**config.mk**
```make
export PLATFORM = sky130hd
export DESIGN_NAME = led_pulse_width_encoder_unit
export DESIGN_NICKNAME = d
export VERILOG_FILES = /design/src/lpwe_pkg.sv /design/src/lpwe_cfg.sv /design/src/lpwe_front.sv /design/src/lpwe_back.sv /design/src/led_pulse_width_encoder_unit.sv
export SDC_FILE = /design/constraint.sdc
export NUM_CORES = 1
export LEC_CHECK = 0
export BUFFER_PORTS_ARGS = -buffer_cell sky130_fd_sc_hd__buf_2
export CAP_MARGIN = 10
export CORE_MARGIN = 10
export CORE_UTILIZATION = 51
export CTS_BUF_LIST = sky130_fd_sc_hd__clkbuf_4 sky130_fd_sc_hd__clkbuf_8
export DETAILED_ROUTE_END_ITERATION = 8
export PLACE_DENSITY = 0.72
export REMOVE_ABC_BUFFERS = 1
export SYNTH_ARGS = -nofsm -noshare
export SYNTH_HDL_FRONTEND = slang
export SYNTH_HIERARCHICAL = 1
export SYNTH_SLANG_ARGS = --single-unit
```
**constraint.sdc**
```tcl
create_clock -name clk_i -period 5 [get_ports clk_i]
set_input_delay 0.5 -clock clk_i [delete_from_list [all_inputs] [get_ports clk_i]]
set_output_delay 0.5 -clock clk_i [all_outputs]
set_load 0.02 [all_outputs]
```
**src/lpwe_pkg.sv**
```systemverilog
// Package for the LED pulse width encoder: item types, register codes and
// reset values. It has no dependencies; every module of the block uses it.
package lpwe_pkg;

  localparam int unsigned DataW       = 8;
  localparam int unsigned ShortW      = 8;
  localparam int unsigned GapW        = 16;
  localparam int unsigned TicksW      = 16;
  localparam int unsigned SegW        = 5;
  localparam int unsigned CfgIndexW   = 2;
  localparam int unsigned CfgDataW    = 16;

  localparam logic [ShortW-1:0] ResetShortTicks = 8'd20;
  localparam logic [ShortW-1:0] ResetLongTicks  = 8'd43;
  localparam logic [GapW-1:0]   ResetGapTicks   = 16'd4000;

  // Segment numbers: 0..15 are the bit segments, 16 is the latch gap.
  localparam logic [SegW-1:0] SegLastBit = 5'd15;
  localparam logic [SegW-1:0] SegLatch   = 5'd16;

  localparam int unsigned DefaultQueueDepth = 2;

  typedef enum logic [CfgIndexW-1:0] {
    CfgShortTicks = 2'd0,
    CfgLongTicks  = 2'd1,
    CfgGapTicks   = 2'd2
  } cfg_reg_e;

  typedef struct packed {
    logic [DataW-1:0] data_byte;
    logic             last_byte;
    logic             chain_select;
  } in_item_t;

  typedef struct packed {
    logic              line_level;
    logic [TicksW-1:0] segment_ticks;
    logic              chain_out;
    logic              run_end;
  } res_item_t;

  // Queue entry: the input word plus the number of its final segment.
  typedef struct packed {
    logic [DataW-1:0] data_byte;
    logic             chain_select;
    logic [SegW-1:0]  last_seg;
  } entry_t;

  // Segment durations, already forced to at least one tick.
  typedef struct packed {
    logic [ShortW-1:0] short_ticks;
    logic [ShortW-1:0] long_ticks;
    logic [GapW-1:0]   gap_ticks;
  } timing_t;

endpackage

```
**src/lpwe_cfg.sv**
```systemverilog
// Configuration registers of the LED pulse width encoder.
// Depends on lpwe_pkg; delivers the durations as lpwe_pkg::timing_t.
module lpwe_cfg (
  input  logic                           clk_i,
  input  logic                           rst_ni,
  input  logic                           cfg_valid_i,
  output logic                           cfg_ready_o,
  input  logic [lpwe_pkg::CfgIndexW-1:0] cfg_index_i,
  input  logic [lpwe_pkg::CfgDataW-1:0]  cfg_data_i,
  output lpwe_pkg::timing_t              timing_o
);

  logic [lpwe_pkg::ShortW-1:0] short_q, short_d;
  logic [lpwe_pkg::ShortW-1:0] long_q, long_d;
  logic [lpwe_pkg::GapW-1:0]   gap_q, gap_d;

  assign cfg_ready_o = 1'b1;

  always_comb begin
    short_d = short_q;
    long_d  = long_q;
    gap_d   = gap_q;
    if (cfg_valid_i) begin
      unique case (lpwe_pkg::cfg_reg_e'(cfg_index_i))
        lpwe_pkg::CfgShortTicks: short_d = cfg_data_i[lpwe_pkg::ShortW-1:0];
        lpwe_pkg::CfgLongTicks:  long_d  = cfg_data_i[lpwe_pkg::ShortW-1:0];
        lpwe_pkg::CfgGapTicks:   gap_d   = cfg_data_i[lpwe_pkg::GapW-1:0];
        default: ;
      endcase
    end
  end

  always_ff @(posedge clk_i or negedge rst_ni) begin
    if (!rst_ni) begin
      short_q <= lpwe_pkg::ResetShortTicks;
      long_q  <= lpwe_pkg::ResetLongTicks;
      gap_q   <= lpwe_pkg::ResetGapTicks;
    end else begin
      short_q <= short_d;
      long_q  <= long_d;
      gap_q   <= gap_d;
    end
  end

  // A duration of zero is sent as one tick.
  assign timing_o.short_ticks = (short_q == '0) ? 8'd1 : short_q;
  assign timing_o.long_ticks  = (long_q == '0) ? 8'd1 : long_q;
  assign timing_o.gap_ticks   = (gap_q == '0) ? 16'd1 : gap_q;

endmodule

```
**src/lpwe_front.sv**
```systemverilog
// Front end of the LED pulse width encoder: takes input words, tags each
// with its final segment number and holds them in a short queue.
// Depends on lpwe_pkg.
module lpwe_front #(
  parameter int unsigned QueueDepth = lpwe_pkg::DefaultQueueDepth
) (
  input  logic                clk_i,
  input  logic                rst_ni,
  input  logic                start_i,
  output logic                busy_o,
  input  lpwe_pkg::in_item_t  in_data_i,
  output logic                deq_valid_o,
  output lpwe_pkg::entry_t    deq_data_o,
  input  logic                deq_pop_i
);

  localparam int unsigned PtrW = (QueueDepth > 1) ? $clog2(QueueDepth) : 1;
  localparam int unsigned CntW = $clog2(QueueDepth + 1);
  localparam logic [PtrW-1:0] PtrLast = PtrW'(QueueDepth - 1);
  localparam logic [CntW-1:0] CntFull = CntW'(QueueDepth);

  lpwe_pkg::entry_t mem_q [QueueDepth];
  logic [PtrW-1:0]  wr_ptr_q, wr_ptr_d;
  logic [PtrW-1:0]  rd_ptr_q, rd_ptr_d;
  logic [CntW-1:0]  count_q, count_d;
  logic             push, pop;
  lpwe_pkg::entry_t new_entry;

  assign busy_o      = (count_q == CntFull);
  assign push        = start_i && !busy_o;
  assign deq_valid_o = (count_q != '0);
  assign pop         = deq_pop_i && deq_valid_o;
  assign deq_data_o  = mem_q[rd_ptr_q];

  // A frame-ending word carries one more segment, the latch gap.
  always_comb begin
    new_entry.data_byte    = in_data_i.data_byte;
    new_entry.chain_select = in_data_i.chain_select;
    new_entry.last_seg     = in_data_i.last_byte ? lpwe_pkg::SegLatch
                                                 : lpwe_pkg::SegLastBit;
  end

  always_comb begin
    wr_ptr_d = wr_ptr_q;
    rd_ptr_d = rd_ptr_q;
    count_d  = count_q;
    if (push) begin
      wr_ptr_d = (wr_ptr_q == PtrLast) ? '0 : wr_ptr_q + 1'b1;
    end
    if (pop) begin
      rd_ptr_d = (rd_ptr_q == PtrLast) ? '0 : rd_ptr_q + 1'b1;
    end
    if (push && !pop) begin
      count_d = count_q + 1'b1;
    end else if (pop && !push) begin
      count_d = count_q - 1'b1;
    end
  end

  always_ff @(posedge clk_i or negedge rst_ni) begin
    if (!rst_ni) begin
      wr_ptr_q <= '0;
      rd_ptr_q <= '0;
      count_q  <= '0;
    end else begin
      wr_ptr_q <= wr_ptr_d;
      rd_ptr_q <= rd_ptr_d;
      count_q  <= count_d;
    end
  end

  always_ff @(posedge clk_i) begin
    if (push) begin
      mem_q[wr_ptr_q] <= new_entry;
    end
  end

`ifndef SYNTHESIS
  a_count_bound: assert property (@(posedge clk_i) disable iff (!rst_ni)
    count_q <= CntFull)
    else $error("queue count exceeds depth");

  a_push_grows: assert property (@(posedge clk_i) disable iff (!rst_ni)
    (push && !pop) |=> (count_q == $past(count_q) + 1'b1))
    else $error("queue count did not grow on push");
`endif

endmodule

```
**src/lpwe_back.sv**
```systemverilog
// Back end of the LED pulse width encoder: walks one queued word through
// its line segments, one segment per cycle, into a result register.
// Depends on lpwe_pkg and the durations from lpwe_cfg.
module lpwe_back (
  input  logic                clk_i,
  input  logic                rst_ni,
  input  lpwe_pkg::timing_t   timing_i,
  input  logic                deq_valid_i,
  input  lpwe_pkg::entry_t    deq_data_i,
  output logic                deq_pop_o,
  output logic                res_valid_o,
  output lpwe_pkg::res_item_t res_data_o
);

  logic                          act_q, act_d;
  logic [lpwe_pkg::SegW-1:0]     seg_q, seg_d;
  lpwe_pkg::entry_t              ent_q, ent_d;
  logic                          res_valid_q;
  lpwe_pkg::res_item_t           res_q, seg_item;
  logic                          final_seg;
  logic                          is_latch;
  logic                          bit_val;
  logic                          high_half;
  logic                          use_long;

  assign final_seg = act_q && (seg_q == ent_q.last_seg);
  assign deq_pop_o = (!act_q || final_seg) && deq_valid_i;

  always_comb begin
    act_d = act_q;
    seg_d = seg_q;
    ent_d = ent_q;
    if (act_q) begin
      seg_d = seg_q + 1'b1;
    end
    // The next word is loaded in the same cycle as the final segment goes out.
    if (!act_q || final_seg) begin
      if (deq_valid_i) begin
        act_d = 1'b1;
        ent_d = deq_data_i;
        seg_d = '0;
      end else begin
        act_d = 1'b0;
      end
    end
  end

  // Even segments are the high half of a bit, odd ones the low half.
  always_comb begin
    is_latch  = seg_q[lpwe_pkg::SegW-1];
    bit_val   = ent_q.data_byte[~seg_q[3:1]];
    high_half = !seg_q[0];
    use_long  = high_half ? bit_val : !bit_val;
    seg_item.line_level    = high_half && !is_latch;
    seg_item.segment_ticks = is_latch ? timing_i.gap_ticks
                           : {8'd0, (use_long ? timing_i.long_ticks
                                              : timing_i.short_ticks)};
    seg_item.chain_out     = ent_q.chain_select;
    seg_item.run_end       = final_seg;
  end

  always_ff @(posedge clk_i or negedge rst_ni) begin
    if (!rst_ni) begin
      act_q       <= 1'b0;
      seg_q       <= '0;
      res_valid_q <= 1'b0;
    end else begin
      act_q       <= act_d;
      seg_q       <= seg_d;
      res_valid_q <= act_q;
    end
  end

  always_ff @(posedge clk_i) begin
    ent_q <= ent_d;
    if (act_q) begin
      res_q <= seg_item;
    end
  end

  assign res_valid_o = res_valid_q;
  assign res_data_o  = res_q;

`ifndef SYNTHESIS
  a_end_marked: assert property (@(posedge clk_i) disable iff (!rst_ni)
    final_seg |=> (res_valid_q && res_q.run_end))
    else $error("final segment not marked as run end");

  a_word_continues: assert property (@(posedge clk_i) disable iff (!rst_ni)
    (res_valid_q && !res_q.run_end) |-> act_q)
    else $error("word dropped before its final segment");

  a_seg_bound: assert property (@(posedge clk_i) disable iff (!rst_ni)
    act_q |-> (seg_q <= ent_q.last_seg))
    else $error("segment counter ran past the final segment");
`endif

endmodule

```
**src/led_pulse_width_encoder_unit.sv**
```systemverilog
// Top level of the LED pulse width encoder: configuration registers, a
// front end with its word queue and a segment back end. Depends on lpwe_pkg.
//
//   channel   handshake               payload
//   input     start / busy            in_data_i  (lpwe_pkg::in_item_t)
//   result    res_valid_o (strobe)    res_data_o (lpwe_pkg::res_item_t)
//   config    cfg_valid_i / cfg_ready_o  cfg_index_i, cfg_data_i
//
// Each word yields 16 results, 17 with last_byte set, one per cycle; the
// back end's segment counter sets this rate and queued words follow without gaps.
// With the back end idle, a word's first result follows the queue, word and
// result registers; otherwise it follows the previous word's last result.
// busy rises only when the word queue is full; the receiver cannot stall.
// Reset clears the queue and restores the register reset values.
module led_pulse_width_encoder_unit #(
  parameter int unsigned QueueDepth = lpwe_pkg::DefaultQueueDepth
) (
  input  logic                           clk_i,
  input  logic                           rst_ni,
  input  logic                           start,
  output logic                           busy,
  input  lpwe_pkg::in_item_t             in_data_i,
  output logic                           res_valid_o,
  output lpwe_pkg::res_item_t            res_data_o,
  input  logic                           cfg_valid_i,
  output logic                           cfg_ready_o,
  input  logic [lpwe_pkg::CfgIndexW-1:0] cfg_index_i,
  input  logic [lpwe_pkg::CfgDataW-1:0]  cfg_data_i
);

  lpwe_pkg::timing_t timing;
  logic              deq_valid;
  logic              deq_pop;
  lpwe_pkg::entry_t  deq_data;

  lpwe_cfg u_cfg (
    .clk_i       (clk_i),
    .rst_ni      (rst_ni),
    .cfg_valid_i (cfg_valid_i),
    .cfg_ready_o (cfg_ready_o),
    .cfg_index_i (cfg_index_i),
    .cfg_data_i  (cfg_data_i),
    .timing_o    (timing)
  );

  lpwe_front #(
    .QueueDepth (QueueDepth)
  ) u_front (
    .clk_i       (clk_i),
    .rst_ni      (rst_ni),
    .start_i     (start),
    .busy_o      (busy),
    .in_data_i   (in_data_i),
    .deq_valid_o (deq_valid),
    .deq_data_o  (deq_data),
    .deq_pop_i   (deq_pop)
  );

  lpwe_back u_back (
    .clk_i       (clk_i),
    .rst_ni      (rst_ni),
    .timing_i    (timing),
    .deq_valid_i (deq_valid),
    .deq_data_i  (deq_data),
    .deq_pop_o   (deq_pop),
    .res_valid_o (res_valid_o),
    .res_data_o  (res_data_o)
  );

endmodule
```
==> summary.md, run 1 <==
| Metric | Value |
|---|---|
| Status | `finished, final reports clean` |
| Cell Area, Synth | `approximately 4300 um2` |
| Sequential area share after synthesis | `a little under two thirds` |
| GRT busiest layer | `met2` |
| Postcts setup bufs | `0` |
| Port Buffer Count | `52` |
| Area occupied by multi-input gates | `between 1000 and 1500 um2` |
| WS Path Type | `reg -> reg` |
| Synth warn | `6` |
| Die Height | `~110 um` |
| Cts bufs inserted | `9` |
| HPWL after DPL | `between 5 and 6 mm` |
| Clk_lat worst skew | `around 0.36 ns` |
| Cell taking the most area after synthesis | `edfxtp_1` |
| Worst Tran Pin Value | `around 1.1 ns` |
| Global-route wire length before repair | `12.30 mm` |
| CP required | `about 5.3 ns` |
| Drc violations | `0` |
| Worst slew margin | `25.88%` |
| FF+latch count, synth | `between 90 and 100` |
| Post-layout util | `between 50% and 60%` |
| Met1 usage | `14.96%` |
| Total gr overflow | `0` |
| Total power | `2.671 mW` |
| Synth cell types | `37` |
| Antenna diodes | `0` |
| Worst R2R Start | `u_back/seg_q[4]` |
| RSZ-0062 raised after global routing | `no` |
| Total Wirelength | `roughly 7.3 mm` |
| Crit Reg-Reg Endpoint | `u_front/count_q[1]` |
| Post_cts resized | `0` |
| CP Data Arrival Time | `between 3 and 4 ns` |
| Critical Path Fanout Max | `20` |
| Core area | `a little over 8000 um2` |
| Final Cycle Share | `slightly above 60%` |
| Average wire per standard cell | `16.49 um` |
| Share of the synthesized area in the top cell type | `between 30% and 40%` |
| CTS Hold Bufs | `0` |
| Clock Sinks | `around 100` |
| First-pass DRT Iterations | `4` |
| Final WS setup | `roughly 2.0 ns` |
| Final #Nets | `roughly 360` |
| M3 GR Usage | `~3.8%` |
| Mapped Avg Cell Area | `14.00 um2` |
| Fillers | `about 650` |
| GRT Resource Usage Total | `between 10% and 20%` |
| Worst path max stage delay | `a little under 0.8 ns` |
| Worst R2R Setup Slack | `a little under 2 ns` |
| Leakage power | `1.962 nW` |
| Vias | `about 2,400` |
| Die width | `112.1 um` |
| H-tree levels | `3` |
| Register area | `~2700 um2` |
| Final hold violations | `0` |
| Avg Vias per Cell | `~5.4` |
| Initial antenna violation count | `0` |
| Gate Count Post-Synth | `about 310` |
| FMAX | `328.9 MHz` |
| Worst reg2reg path depth | `7` |
| Dpl cells | `between 400 and 500` |
| GR met2 Demand/Resource | `around a fifth` |
| ANT nets after route | `0` |
| Clock Skew | `0.02013 ns` |
| Pwr Density | `between 500 and 600 nW/um2` |
| Initial DRC count | `122` |
| Worst slack, placed | `2.002 ns` |
| Reg clk slew, reported paths | `roughly 0.1 ns` |
| Hold Crit Class | `in -> async` |
| Die area | `between 10,000 and 15,000 um2` |
| Gpl congestion | `around 0.78` |
| TritonCTS clock tree | `done` |
| Max VDD drop | `0.3245 mV` |
| Std cell rows | `33` |
| Critical-path top delay cell | `dfrtp_1` |
| Min Tclk post-route | `between 3 and 4 ns` |
| # setup viols final | `0` |
| Crit end category | `flip-flop` |
| Most frequent CP cell | `xor2_1` |
| Fin cells | `440` |
| Vias in the first global route | `between 2,000 and 2,500` |
| Pins Over Slew Limit | `0` |
| Area grow syn2layout | `9.488%` |
| Largest net degree at the start of global routing | `44` |
| Clock buffer depth | `2` |
| Top post-synthesis cells by area | `edfxtp_1, dfrtp_1, mux2_2` |
| CTS root buffer | `clkbuf_8` |
| CP cell instances | `xor2_1 > o41ai_2 > and2_1 > nand2_4 > ha_1 > nor2_1 > xor2_1` |
| Initial Utilization | `between 50% and 60%` |
| Setup TNS | `0 ns` |
| MaxCap Viol Count | `0` |
| # IOs | `54` |
| Share of cells above drive strength 1 | `42.09%` |
| Crit start category | `flip-flop` |
[cell families after synthesis]
| family | share of synthesized area (%) |
|---|---|
| simple gates | 8.447 |
| other cells | 0.08670 |
| buf+inv | 4.831 |
| flops | 63.41 |
| xor+xnor | 2.835 |
| mux | 14.12 |
| compound gates | 5.699 |
| fa+ha+maj | 0.5784 |
[placed cells by master, fill, tap and decap left out, types with 2 or more instances in the layout]
cell and n:
a211o_1 8, a21o_1 2, a21oi_1 13, a21oi_2 8, and2_1 10, buf_2 52
clkbuf_8 9, clkinv_4 2, dfrtp_1 31, dfstp_2 12, edfxtp_1 55, ha_1 2
inv_1 3, inv_6 2, mux2_2 34, mux2_4 10, mux4_2 2, nand2_1 35
nand2b_1 2, nand4_1 2, nor2_1 3, nor3_1 3, nor4_1 6, xnor2_1 6
xor2_1 8
[how the worst max path moves through the flow]
stage                               start                  to  slack (ns)
final                     u_back/seg_q[4]  u_front/count_q[1]        1.96
after global routing      u_back/seg_q[4]  u_front/count_q[1]        1.65
after CTS                 u_back/seg_q[4]  u_front/count_q[1]        1.96
after detailed placement  u_back/seg_q[4]  u_front/count_q[1]        2.00
after global placement    u_back/seg_q[4]  u_front/count_q[1]        2.10
after floorplan           u_back/seg_q[2]  u_front/count_q[1]        2.47
[metal layers]
metal / vias to the layer above / part of all wire, %
met2: 65 / 50
met3: 9 / 5.8
li1: 1116 / -
met1: 1175 / 43
met5: - / 0
met4: 0 / 1.1
[registers in the layout, indices dropped and copies added (netlist names)]
signal / cells
u_back/ent_q: 14
u_back/act_q: 1
u_front/wr_ptr_q: 1
u_front/count_q: 2
u_cfg/gap_q: 16
u_back/res_valid_o: 1
u_back/seg_q: 5
u_front/rd_ptr_q: 1
u_back/res_data_o: 19
u_front/mem_q: 22
u_cfg/short_q: 8
u_cfg/long_q: 8
[synth_stat cells (all sizes together)]
cell type and number:
mux2i 2, inv 3, dfrtp 31, nor3b 1, nand3b 2, and3 1
o41ai 1, xor2 8, a211o 8, mux2 44, nor3 3, nand2 36
nor4 6, a21oi 21, edfxtp 55, dfstp 12, a21o 2, mux4 2
a41o 1, xnor2 6, nor2b 1, conb 1, or2 1, nand2b 2
nand4 2, buf 9, and2 10, ha 2, nor2 3, clkbuf 33
[layout make-up]
| class | instances | area share, % |
|---|---|---|
| Sequential cell | 98 | 57.91 |
| Multi-Input combinational cell | 166 | 29.01 |
| Timing Repair Buffer | 52 | 5.495 |
| Tap cell | 105 | 2.774 |
| Clock buffer | 9 | 2.616 |
| Clock inverter | 7 | 1.955 |
| Inverter | 3 | 0.2378 |
[critical path, delay by kind of cell, from the launching register on]
family	cells	cell delay [ns]
AOI/OAI and AO/OA	1	0.58
DFF	1	0.78
and+or+nand+nor	3	0.91
xor gates and xnor gates	2	0.34
adders and majority gates	1	0.36
[power breakdown]
group / leakage, nW / switching (mW) / total, mW / internal [mW]
combinational: 0.819 / 0.450 / 0.829 / 0.379
clock: 0.109 / 0.290 / 0.534 / 0.244
sequential: 1.03 / 0.177 / 1.31 / 1.13
total: 1.96 / 0.917 / 2.67 / 1.75
[metrics by stage]
step / instance area (um2) / hold slack [ns]
5_1_grt: 4736 / 0.2859
3_5_place_dp: 4519 / 0.4045
2_1_floorplan: 4128 / 0.2044
6_report: 4736 / 0.2810
4_1_cts: 4736 / 0.2997
3_3_place_gp: 4519 / 0.4049
Note: power is estimated with default switching activity, not from simulation.
==> inputs of run 2 (changes only) <==
--- a/config.mk
+++ b/config.mk
@@ -11,7 +11,7 @@
 export CORE_UTILIZATION = 51
 export CTS_BUF_LIST = sky130_fd_sc_hd__clkbuf_4 sky130_fd_sc_hd__clkbuf_8
 export DETAILED_ROUTE_END_ITERATION = 8
-export PLACE_DENSITY = 0.72
+export PLACE_DENSITY = 0.74
 export REMOVE_ABC_BUFFERS = 1
 export SYNTH_ARGS = -nofsm -noshare
 export SYNTH_HDL_FRONTEND = slang
==> constraint.sdc (replaced) <==
create_clock -name clk_i -period 2.6 [get_ports clk_i]
set_input_delay 0.26 -clock clk_i [delete_from_list [all_inputs] [get_ports clk_i]]
set_output_delay 0.26 -clock clk_i [all_outputs]
set_load 0.02 [all_outputs]
==> run 2 against run 1 <==
Against the previous run: sequential cell count unchanged; fmax increased by 48%; sequential share of layout area is 0.061 points lower; die area unchanged; routed wire length grew 3.6%; global-route usage up 0.23 points; hold slack lost 0.23 ns; sequential power is 89% higher; power grew 89%; first-iteration DRC count decreased by 5.7%; via count grew 1.1%.
==> summary.md, run 2 (same netlist as run 1, synthesis figures left out) <==
| Metric | Value |
|---|---|
| Port Buffer Count | `between 50 and 60` |
| ANT nets after route | `0` |
| Worst slew margin | `24.13%` |
| Die area | `roughly 13,000 um2` |
| Clock Sinks | `98` |
| Status | `finished, final reports clean` |
| Initial DRC count | `115` |
| Initial Utilization | `52.64%` |
| Post-layout util | `approximately 58%` |
| Critical Path Fanout Max | `6` |
| Worst path max stage delay | `around 0.47 ns` |
| Die width | `112.1 um` |
| Clk_lat worst skew | `0.35 ns` |
| Vias | `2,392` |
| Critical-path top delay cell | `dfrtp_1` |
| MaxCap Viol Count | `0` |
| Pwr Density | `approximately 1100 nW/um2` |
| CP Data Arrival Time | `2.34 ns` |
| Largest net degree at the start of global routing | `between 40 and 50` |
| Final WS setup | `0.5393 ns` |
| Max VDD drop | `about 0.55 mV` |
| Commonest non-fill, non-tap cells in the layout | `edfxtp_1, buf_2, nand2_1` |
| Worst Tran Pin Value | `around 1.1 ns` |
| CTS root buffer | `clkbuf_8` |
| CP cell instances | `xnor2_1 > nand2_1 > o41ai_2 > and2_1 > nand2_4 > ha_1 > nor2_1 > xor2_1` |
| Hold Crit Class | `in -> async` |
| Fillers | `roughly 660` |
| Post-route cell area | `4741 um2` |
| Drc violations | `0` |
| Worst slack, placed | `0.5521 ns` |
| Comb power frac | `roughly a third` |
| Area occupied by multi-input gates | `around 1400 um2` |
| Area grow syn2layout | `9.604%` |
| Pins Over Slew Limit | `0` |
| Min Tclk post-route | `2.061 ns` |
| Total power | `slightly above 5 mW` |
| Final hold violations | `0` |
| Final Cycle Share | `around four fifths` |
| Leakage power | `around 2.0 nW` |
| Global-route wire length before repair | `12.50 mm` |
| Dpl cells | `430` |
| Fin cells | `around 450` |
| Std cell rows | `33` |
| Total Wirelength | `between 7 and 8 mm` |
| Initial antenna violation count | `0` |
| # setup viols final | `0` |
| Setup TNS | `0 ns` |
| Crit end category | `flip-flop` |
| Vias in the first global route | `between 2,000 and 3,000` |
| TritonCTS clock tree | `done` |
| Biggest register | `u_front/mem_q` |
| Cts bufs inserted | `9` |
| Commonest non-fill, non-tap cell in the layout | `edfxtp_1` |
| H-tree levels | `3` |
| CP required | `2.88 ns` |
| FMAX | `between 400 and 500 MHz` |
| CTS Hold Bufs | `0` |
| Final #Nets | `370` |
| Avg Vias per Cell | `roughly 5.4` |
| Antenna diodes | `0` |
| GRT Resource Usage Total | `12.11%` |
| Switching share of power | `a little over a third` |
| Clock share of power | `between 10% and 20%` |
| Max reg flops | `22` |
| Die Height | `112.1 um` |
| # IOs | `54` |
| Postcts setup bufs | `0` |
| Reg clk slew, reported paths | `approximately 0.09 ns` |
| Hold Slack | `approximately 0.049 ns` |
| Gpl congestion | `roughly 0.89` |
| Total gr overflow | `0` |
| Register area | `2743 um2` |
| Crit start category | `flip-flop` |
| Share of cells above drive strength 1 | `a little over two fifths` |
| HPWL after DPL | `between 5 and 6 mm` |
| Post-DP Area | `4564 um2` |
| Seq pwr share | `between 40 and 50%` |
| P_sw | `approximately 1.8 mW` |
| RSZ-0062 raised after global routing | `no` |
| Core area | `8217 um2` |
| Clock buffer depth | `2` |
| First-pass DRT Iterations | `4` |
| Pint | `3.295 mW` |
| Average wire per standard cell | `approximately 17 um` |
| Post_cts resized | `0` |
| WS Path Type | `reg -> reg` |
| Clock Skew | `roughly 0.0085 ns` |
## run 2: cell type report
type	instances	share of cell area, %
clock inverter	7	1.108
inverter	3	0.2375
timing repair buffer	58	6.440
sequential	98	57.85
clock buffer	9	2.613
multi-input combinational	166	28.98
tap	105	2.771
## run 2: path summary, 6_finish.rpt
kind	startpoint	to	slack (ns)	depth (start not counted)
min in group clk_i	in_data_i[3]	u_front/mem_q[0][7]	0.09	1
setup / recovery	u_back/seg_q[0]	u_front/count_q[1]	0.54	8
hold / removal	rst_ni	u_cfg/gap_q[1]	0.05	1
max in group asynchronous	rst_ni	u_back/seg_q[1]	1.95	1
setup reg to reg	u_back/seg_q[0]	u_front/count_q[1]	0.54	8
hold reg to reg	u_back/ent_q[5]	u_back/res_data_o[1]	0.43	0
## run 2: power groups by stage
| stage | Combinational (mW) | Clock [mW] | Sequential [mW] |
|---|---|---|---|
| 5_1_grt | 1.85 | 0.969 | 2.52 |
| 3_5_place_dp | 1.72 | 0 | 2.51 |
| 3_3_place_gp | 1.67 | 0 | 2.48 |
| 4_1_cts | 1.72 | 0.895 | 2.47 |
| 2_1_floorplan | 1.05 | 0 | 2.63 |
| 6_report | 1.71 | 0.877 | 2.47 |
## run 2: critical path: cells and delay by family, from the launching register on
| family | cells | cell delay [ns] |
|---|---|---|
| AND/OR/NAND/NOR | 4 | 0.52 |
| flip-flops | 1 | 0.47 |
| XOR/XNOR | 2 | 0.33 |
| adder cells (fa/ha/maj) | 1 | 0.32 |
| AO/OA/AOI/OAI | 1 | 0.35 |
## run 2: metal layers
layer  global-route usage [%]  vias to the layer above  wire length (um)
li1                         -                     1131                 -
met1                    14.22                     1182              3195
met2                    20.66                       67              3801
met3                    3.195                       12               420
met4                    4.822                        0                99
met5                        0                        -                 0
==> inputs of run 3 (changes only) <==
--- a/config.mk
+++ b/config.mk
@@ -11,7 +11,7 @@
 export CORE_UTILIZATION = 51
 export CTS_BUF_LIST = sky130_fd_sc_hd__clkbuf_4 sky130_fd_sc_hd__clkbuf_8
 export DETAILED_ROUTE_END_ITERATION = 8
-export PLACE_DENSITY = 0.74
+export PLACE_DENSITY = 0.72
 export REMOVE_ABC_BUFFERS = 1
 export SYNTH_ARGS = -nofsm -noshare
 export SYNTH_HDL_FRONTEND = slang
==> constraint.sdc (replaced) <==
create_clock -name clk_i -period 1.9 [get_ports clk_i]
set_input_delay 0.19 -clock clk_i [delete_from_list [all_inputs] [get_ports clk_i]]
set_output_delay 0.19 -clock clk_i [all_outputs]
set_load 0.02 [all_outputs]
==> run 3 against run 2 <==
Against the previous run: register-to-register slack got worse by 0.54 ns; routed wire length is 2.2% higher; highest routed layer unchanged; global-route usage increased by 0.20 points; sequential cell count unchanged; non-clock buffer count rose by 17; the flow now finishes with violations (negative setup slack); utilization increased by 2.2 points; via count increased by 3.3%; hold slack worse by 0.026 ns; critical endpoint is now u_back/res_data_o[2]; largest power group unchanged; combinational power up 57%.
==> summary.md, run 3 (same netlist as run 1, synthesis figures left out) <==
| Metric | Value |
|---|---|
| Status | `complete, but fails checks` |
| Failing checks | `negative setup slack` |
| Final #Nets | `about 390` |
| Post-route cell area | `about 5000 um2` |
| RSZ-0062 raised after global routing | `yes` |
| Hold Crit Class | `in -> reg` |
| Register area | `~2700 um2` |
| Fillers | `between 600 and 700` |
| Antenna diodes | `0` |
| Drc violations | `0` |
| Max VDD drop | `slightly above 0.7 mV` |
| MaxCap Viol Count | `0` |
| TritonCTS clock tree | `done` |
| FMAX | `525.1 MHz` |
| Clock buffer depth | `2` |
| Port Buffer Count | `52` |
| Clock Sinks | `98` |
| CP required | `between 2 and 2.5 ns` |
| Worst slew margin | `a little under three fifths` |
| Pwr Density | `around 1500 nW/um2` |
| Commonest non-fill, non-tap cells in the layout | `edfxtp_1, buf_2, nand2_1` |
| Std cell rows | `33` |
| Dpl cells | `439` |
| Final hold violations | `0` |
| Initial DRC count | `88` |
| Vias in the first global route | `around 2,500` |
| GRT Resource Usage Total | `around 12%` |
| Crit end category | `flip-flop` |
| Post-DP Area | `around 4600 um2` |
| CP Data Arrival Time | `~2 ns` |
| Cts bufs inserted | `9` |
| Area occupied by multi-input gates | `about 1400 um2` |
| Die Height | `between 100 and 150 um` |
| Total gr overflow | `0` |
| Total Wirelength | `approximately 7.7 mm` |
| Average wire per standard cell | `around 17 um` |
| Leakage power | `between 2 and 2.5 nW` |
| H-tree levels | `3` |
| Min Tclk post-route | `between 1.5 and 2 ns` |
| Avg Vias per Cell | `~5.3` |
| Commonest non-fill, non-tap cell in the layout | `edfxtp_1` |
| Share of cells above drive strength 1 | `about 45%` |
| WS Path Type | `reg -> reg` |
| Area grow syn2layout | `13.77%` |
| Pins Over Slew Limit | `0` |
| Global-route wire length before repair | `between 10 and 15 mm` |
| Core area | `8217 um2` |
| Crit start category | `flip-flop` |
| Die width | `~110 um` |
| CTS root buffer | `clkbuf_8` |
| # setup viols final | `2` |
| # IOs | `54` |
| HPWL after DPL | `5.411 mm` |
| Crit path from | `u_back/seg_q[1]` |
| Biggest register | `u_front/mem_q` |
| Worst R2R Start | `u_back/seg_q[1]` |
| Hold Slack | `between 0.02 and 0.025 ns` |
| Worst Tran Pin Value | `around 0.66 ns` |
| Final Cycle Share | `100.2%` |
| First-pass DRT Iterations | `4` |
| Largest net degree at the start of global routing | `27` |
| Gpl congestion | `around 0.82` |
| Clk_lat worst skew | `around 0.35 ns` |
| Initial Utilization | `52.64%` |
| Die area | `~13,000 um2` |
| ANT nets after route | `0` |
| Fin cells | `roughly 460` |
| Final WS setup | `-0.004431 ns` |
| Min-delay src | `in_data_i[9]` |
| Reg clk slew, reported paths | `roughly 0.090 ns` |
| Max reg flops | `22` |
| Initial antenna violation count | `0` |
| Clock Skew | `0.009459 ns` |
| Critical Path Fanout Max | `8` |
| Vias | `~2,500` |
==> run 3: cell count changes in the layout (fill, tap and decap cells not counted), moves of 2 or more <==
| cell | delta |
|---|---|
| buf_4 | +10 |
| dlygate4sd3_1 | +6 |
| inv_6 | +3 |
| nor2_1 | -2 |
| nor2_2 | +2 |
==> run 3: through the flow <==
stage	util [%]	setup TNS [ns]	worst slack (ns)	total power [mW]
after floorplan	-	-4.880	-0.6261	5.037
after global placement	56.37	-0.1485	-0.05450	5.757
after detailed placement	56.37	-1.260	-0.1763	5.858
after CTS	59.34	0	0.01230	7.210
after global routing	59.89	-0.4723	-0.08323	7.615
final	59.89	-0.007936	-0.004431	7.151
==> run 3: power breakdown <==
part           switching (mW)  internal (mW)  total, mW
clock network           0.712          0.486       1.20
logic                    1.45           1.25       2.69
registers               0.279           2.98       3.26
total                    2.44           4.71       7.15
==> run 3: critical path, cell delays in order (launching register included) <==
cell     delay [ns]
dfrtp_1        0.36
buf_4          0.15
mux4_2         0.54
mux2i_4        0.19
buf_12         0.15
a21oi_1        0.04
a211o_1        0.23
==> run 3: worst paths after layout <==
path | depth (start not counted) | endpoint | slack, ns
worst max register to register | 6 | u_back/res_data_o[2] | -0.004
min in group asynchronous | 2 | u_cfg/gap_q[1] | 0.29
worst max-delay path | 6 | u_back/res_data_o[2] | -0.004
max in group asynchronous | 3 | u_cfg/gap_q[8] | 0.98
worst min register to register | 0 | u_back/res_data_o[1] | 0.43
worst min-delay path | 1 | u_front/mem_q[0][13] | 0.02
==> run 3: area by class of cell <==
cell class | instances | share of cell area [%]
Clock buffer | 9 | 2.517
Clock inverter | 7 | 1.017
Inverter | 3 | 0.2288
Multi-Input combinational cell | 166 | 28.48
Sequential cell | 98 | 55.73
Tap cell | 105 | 2.670
Timing Repair Buffer | 75 | 9.357
==> run 3: layer usage <==
metal  vias up  track usage, %  share of wire [%]
li1       1166               -                  -
met1      1221           14.80                 43
met2        76           20.24                 50
met3         9           3.834                5.4
met4         0           4.738                1.4
met5         -               0                  0
==> run 3: timing repair <==
item | CTS | global route
gates resized for setup | 5 | 1
pin swaps | 2 | 0
buffers inserted | 2 | 0
setup endpoints to repair | 9 | 9
hold endpoints to repair | 14 | 8
hold buffers | 2 | 4
